`src/rtl/ubm_pkg.sv`:
```
// usage map checker package: entry codes, command codes, register indexes
// and fixed widths shared by the map fill logic and the top level
// no dependencies
`timescale 1ns / 1ps
`default_nettype none

package ubm_pkg;

    // widths fixed by the item and register fields
    localparam int CODE_W  = 3;
    localparam int START_W = 16;
    localparam int SIZE_W  = 4;
    localparam int TOTAL_W = 13;
    localparam int DIR_W   = 12;
    localparam int CFG_W   = 13;
    localparam int RUN_W   = 16;
    // block numbers during a run reach past a 16-bit start
    localparam int EXT_W   = 17;

    typedef logic [CODE_W-1:0] code_t;
    typedef logic [1:0]        cmd_t;
    typedef logic [1:0]        cfg_idx_t;

    localparam code_t CODE_BLANK  = 3'd0;
    localparam code_t CODE_FREE   = 3'd1;
    localparam code_t CODE_USED   = 3'd2;
    localparam code_t CODE_MULTI  = 3'd3;
    localparam code_t CODE_SYSTEM = 3'd4;
    localparam code_t CODE_DIR    = 3'd5;
    localparam code_t CODE_TEST   = 3'd6;

    localparam cmd_t CMD_CLEAR = 2'd0;
    localparam cmd_t CMD_MARK  = 2'd1;
    localparam cmd_t CMD_READ  = 2'd2;

    localparam cfg_idx_t CFG_TOTAL_BLOCKS = 2'd0;
    localparam cfg_idx_t CFG_DIR_START    = 2'd1;
    localparam cfg_idx_t CFG_DIR_LENGTH   = 2'd2;

    localparam logic [TOTAL_W-1:0] TOTAL_BLOCKS_RST = 13'd4096;

endpackage

`default_nettype wire

```
`src/rtl/ubm_fill_code.sv`:
```
// code that a clear command writes into one map entry, and the range flag
// of the clear; depends on ubm_pkg
`timescale 1ns / 1ps
`default_nettype none

module ubm_fill_code #(
    parameter int MAP_ENTRIES = 4096,
    parameter int AW          = 12
) (
    input  wire logic [AW-1:0]                idx,
    input  wire logic [ubm_pkg::TOTAL_W-1:0]  total_blocks,
    input  wire logic [ubm_pkg::DIR_W-1:0]    dir_start,
    input  wire logic [ubm_pkg::DIR_W-1:0]    dir_length,
    output ubm_pkg::code_t                    code,
    output logic                              clear_oor
);

    localparam logic [ubm_pkg::EXT_W-1:0] MAP_EXT = ubm_pkg::EXT_W'(MAP_ENTRIES);

    logic [ubm_pkg::EXT_W-1:0] idx_ext;
    logic [ubm_pkg::EXT_W-1:0] tot_ext;
    logic [ubm_pkg::EXT_W-1:0] ds_ext;
    logic [ubm_pkg::EXT_W-1:0] dir_end;
    logic                      dir_any;

    assign idx_ext = ubm_pkg::EXT_W'(idx);
    assign tot_ext = ubm_pkg::EXT_W'(total_blocks);
    assign ds_ext  = ubm_pkg::EXT_W'(dir_start);
    assign dir_end = ds_ext + ubm_pkg::EXT_W'(dir_length);
    assign dir_any = (dir_length != '0);

    // directory wins over system, system over test track, test over free
    always_comb
    begin
        if (dir_any && (idx_ext >= ds_ext) && (idx_ext < dir_end))
        begin
            code = ubm_pkg::CODE_DIR;
        end
        else if (idx == '0)
        begin
            code = ubm_pkg::CODE_SYSTEM;
        end
        else if ((total_blocks != '0) && (idx_ext == tot_ext - ubm_pkg::EXT_W'(1)))
        begin
            code = ubm_pkg::CODE_TEST;
        end
        else if (idx_ext < tot_ext)
        begin
            code = ubm_pkg::CODE_FREE;
        end
        else
        begin
            code = ubm_pkg::CODE_BLANK;
        end
    end

    assign clear_oor = (tot_ext > MAP_EXT) || (dir_any && (dir_end > MAP_EXT));

endmodule

`default_nettype wire

```
`config.mk`:
```
export PLATFORM = sky130hd
export DESIGN_NAME = ubm_fill_code
export DESIGN_NICKNAME = d
export VERILOG_FILES = /design/src/rtl/ubm_pkg.sv /design/src/rtl/ubm_fill_code.sv
export SDC_FILE = /design/constraint.sdc
export NUM_CORES = 1
export LEC_CHECK = 0
export BUFFER_PORTS_ARGS = -buffer_cell sky130_fd_sc_hd__buf_2
export CAP_MARGIN = 20
export CORE_MARGIN = 5
export CORE_UTILIZATION = 51
export DETAILED_ROUTE_END_ITERATION = 8
export GPL_TIMING_DRIVEN = 0
export PLACE_DENSITY = 0.82
export SLEW_MARGIN = 10
export SYNTH_ARGS = -nofsm -noshare
export SYNTH_HDL_FRONTEND = slang
export SYNTH_SLANG_ARGS = --single-unit
```
`constraint.sdc`:
```
create_clock -name vclk -period 3.8
set_clock_uncertainty 0.2 [all_clocks]
set_input_delay 0.57 -clock vclk [all_inputs]
set_output_delay 0.57 -clock vclk [all_outputs]
set_load 0.02 [all_outputs]
```
# Yosys cells after proc, flatten, opt, wreduce, memory -nomap -nowiden
# Index checks and enable logic that the tools add are counted.
[totals]
register_bits = 0
latchBits = 0
ram_bits = 0
romBits = 0
in_bits = 49
out_inout_bits = 4
elab_cells = 20
n_memories = 0
[op_classes]
n_addsub = 2
multipliers = 0
n_div = 0
n_lt_le_gt_ge = 5
n_eq_ne = 1
shift = 0
mux = 4
bitwise_logic = 0
n_reduce_logical = 8
[op_table]
columns = ["op", "n"]
rows = [
  ["13-bit greater-than comparator (second input constant)", 2],
  ["12-bit by 13-bit less-than comparator with 1-bit output", 2],
  ["12-bit by 17-bit equality test with 1-bit output", 1],
  ["13-bit by 1-bit subtractor with 14-bit output (second input constant)", 1],
  ["12-bit by 12-bit adder with 13-bit output", 1],
  ["13-bit nonzero test", 1],
  ["12-bit greater-or-equal comparator", 1],
  ["12-bit logical NOT", 1],
  ["12-bit nonzero test", 1],
  ["3-bit two-way mux", 3],
  ["1-bit logical AND", 4],
  ["1-bit logical OR", 1],
  ["1-bit two-way mux", 1],
]

# Logic depth before layout (Yosys ltp)
[logic_depth]
word_depth = 6
mapped_depth = 15

# Worst setup path after synthesis
# OpenSTA, ideal clock, no wires.
[synth_timing]
path_type = "input to output"
startpoint = "input dir_start[0] (netlist bit)"
endpoint = "output code[1]"
arrival_time_ps = 3153
required_time_ps = 3030
setup_slack_ps = -123
stages = 14
n_path_buf = 0
cell_sequence = "ha_1 > inv_1 > fa_1 > nor2b_1 > o31a_1 > nor3_1 > o31ai_1 > xnor2_1 > ha_1 > nand4_1 > a211oi_1 > a221oi_1 > o31ai_1 > and3_1"
[synth_via]
elab_chain_cells = 4
[synth_rtl]
columns = ["item", "line_no", "text"]
rows = [
  ["start, declared", "ubm_fill_code.sv:12", "input wire logic [ubm_pkg::DIR_W-1:0] dir_start,"],
  ["12-bit by 12-bit adder with 13-bit output / 12-bit greater-or-equal comparator (equally long branches)", "ubm_fill_code.sv:29, ubm_fill_code.sv:35", ""],
  ["12-bit by 13-bit less-than comparator with 1-bit output / 1-bit logical AND (equally long branches)", "ubm_fill_code.sv:35", "if (dir_any && (idx_ext >= ds_ext) && (idx_ext < dir_end))"],
  ["1-bit logical AND *", "ubm_fill_code.sv:35", ""],
  ["3-bit two-way mux *", "ubm_fill_code.sv:35", ""],
  ["end, declared", "ubm_fill_code.sv:14", "output ubm_pkg::code_t code,"],
]
# Mark *: on every way between the ends. The rest lies on a longest branch, timed or not.

# Worst setup path in the final report
[layout_timing]
startpoint = "input dir_length[0] (netlist bit)"
endpoint = "output code[1]"
[layout_via]
elab_chain_cells = 4
[layout_rtl]
columns = ["item", "line_no", "text"]
rows = [
  ["start, declared", "ubm_fill_code.sv:13", "input wire logic [ubm_pkg::DIR_W-1:0] dir_length,"],
  ["12-bit by 12-bit adder with 13-bit output / 12-bit nonzero test (equally long branches)", "ubm_fill_code.sv:29, ubm_fill_code.sv:30", ""],
  ["12-bit by 13-bit less-than comparator with 1-bit output / 1-bit logical AND (equally long branches)", "ubm_fill_code.sv:35", ""],
  ["1-bit logical AND *", "ubm_fill_code.sv:35", ""],
  ["3-bit two-way mux *", "ubm_fill_code.sv:35", ""],
]
# Marked as above.

==> impl_results.md <==
- Outcome: complete, but fails checks
- Failing checks: setup timing
- Multi-input logic area: 0.00187 mm²
- Vias/cell: 5.93
- FF+latch area: 0 µm²
- Core Area: 0.00363 mm²
- Slew headroom: 0.651
- Sw Ratio: 0.532
- Crit end category: output pin
- Pwr dens: 146 mW/mm²
- Cell variety after synth: 48
- First-pass GRT wire length: 8760 µm
- FFs & Latches: 0
- Global route hottest layer: met2
- CP Class: input port to output pin
- Logic gate share of total power: 1.000
- Final Hold Viols: 0
- Finished Layout Cells: 356
- Avg Cell Area, Syn: 7.66 µm²
- Die span in x: 70.9 µm
- CLK BUF: 0
- Worst Setup Slack, final: -287 ps
- Fill cell count: 332
- Ant. Diodes: 0
- Register area share after synthesis: 0
- Final setup viols: 3
- Slew Limit Fails: 0
- Synth top area share: 0.317
- Total power: 0.352 mW
- Vias in the first global route: 2,094
- GRT met3 Usage: 0.0156
- Nets: 408
- Initial antenna violation count: 0
- Final min period: 4090 ps
- Routed wire per std cell: 14.7 µm
- I/O Buffers: 53
- Pre-Repair DR Iteration Count: 4
- Netlist Area Pre-Place: 0.00189 mm²
- Die H: 70.9 µm
- Unrepaired setup endpoints after global routing: yes
- Peak supply drop: 0.0000727 V
- Total track usage: 0.201
- Reg power frac: 0
- Fmax: 245 MHz
- Cell row count: 22
- Placed wire-length estimate: 4350 µm
- Initial Util: 0.521
- Internal power: 0.164 mW
- Top post-synthesis cells by area: ha_1 (32%), inv_1 (5.9%), xor2_1 (5.6%), xnor2_1 (5.1%), o21ai_0 (4.0%)
- Synthesized Nets: 345
- Post-synth top area cell: ha_1
- CTS Hold Bufs: 0
- IO Pins: 53
- Actual slew at the worst max-slew pin: 522 ps
- Crit Path Max Fanout: 4
- Global-route met2 utilization: 0.372
- Residual DRC count: 0
- Congestion Overflow GR: 0
- DRT Wirelength: 5220 µm
- Synthesized instance count: 247
- Most frequent cells after synthesis: ha_1 (48), inv_1 (30), nor2_1 (16), o21ai_0 (15), xor2_1 (12)
- Yosys Warn Count: 0
- HP Class: input port to output pin
- Startpoint types: input port
- Clock network fraction of design power: 0
- Placed cell count: 348
- Fraction of layout cells with a size suffix above 1: 0.282
- MaxCap Viol Count: 0
- Worst EP required: 3030 ps
- Arr. time, crit path: 3320 ps
- Final ANT Viol Nets: 0
- Period utilization: 1.08
- Met1 global-route usage: 0.254
- P_leak: 1.20 nW
- Total die area: 0.00503 mm²
- Iter 0 DRT Violations: 84
- Most frequent cell after synthesis: ha_1
- Net Sw Power: 0.187 mW
- Via count: 2,112
- Largest net degree at the start of global routing: 9
- Final Wtd Congestion: 0.924
- Layout area overhead: 26.9%
[routing by layer]
| layer | wire length (µm) | vias up |
|---|---|---|
| li1 | - | 1062 |
| met2 | 2620 | 58 |
| met1 | 2260 | 982 |
| met5 | 0 | - |
| met4 | 82 | 0 |
| met3 | 259 | 10 |
[cell families after synthesis]
logic type | count (synthesis) | synth area share
fa+ha+maj | 49 | 0.328
xor+xnor | 23 | 0.106
mux | 4 | 0.0304
simple gates | 70 | 0.215
buf+inv | 31 | 0.0615
compound gates | 70 | 0.259
[worst max-delay path: stages]
cell and delay [ps]:
buf_8 80, ha_4 130, inv_2 30, fa_2 340
nor2b_2 130, o31a_1 250, nor3_2 70, o31ai_2 210
xnor2_1 140, ha_1 330, nand4_1 100, a211oi_2 180
a221oi_2 100, o31ai_2 310, and3_4 230, buf_6 110
[area by class of cell]
cell class | count | share of cell area
Inverter | 30 | 0.0469
Buffer | 1 | 0.00156
Timing Repair Buffer | 61 | 0.147
Multi-Input combinational cell | 216 | 0.779
Tap cell | 48 | 0.0250
[timing repair]
item,in CTS,in global routing
buffers inserted,4,4
pin swaps,12,10
gates resized for setup,13,10
endpoints found under the setup margin,3,4
hold endpoints to repair,0,0
[power groups by stage]
stage | clock network, mW | registers, mW | logic [mW]
final | 0 | 0 | 0.352
after global routing | 0 | 0 | 0.396
after CTS | 0 | 0 | 0.332
after detailed placement | 0 | 0 | 0.310
after global placement | 0 | 0 | 0.301
after floorplan | 0 | 0 | 0.210
[worst paths after layout]
| path | startpoint | to | slack [ps] | cells after the start |
|---|---|---|---|---|
| hold / removal | idx[0] | code[2] | 1460 | 5 |
| setup / recovery | dir_length[0] | code[1] | -290 | 16 |
[stage by stage]
step | TNS (ps) | setup slack [ps] | utilization | hold slack, ps | cell area [µm²]
6_report | -780 | -287 | 0.661 | 1460 | 2400
4_1_cts | -989 | -360 | 0.639 | 1460 | 2320
3_5_place_dp | -1720 | -638 | 0.617 | 1450 | 2240
2_1_floorplan | -12.5 | -12.5 | - | 1210 | 1920
3_3_place_gp | -1580 | -596 | 0.617 | 1440 | 2240
5_1_grt | -1370 | -476 | 0.661 | 1520 | 2400
[cell usage in the layout, fill, tap and decap left out, types with 3 or more instances in the layout]
cell type / count
buf_2: 49
ha_1: 45
inv_1: 29
nor2_1: 16
o21ai_0: 13
xor2_1: 12
xnor2_1: 11
a21oi_1: 9
nor4_1: 8
buf_4: 8
a21o_1: 7
o21a_1: 6
nand3_1: 6
nand2_1: 5
nand4_1: 5
o31ai_2: 4
o31a_1: 3
and3_1: 3
o31ai_1: 3
a31oi_1: 3
nand2b_1: 3
nand3b_1: 3
nor2b_1: 3
buf_6: 3
(Power assumes the default switching activity.)
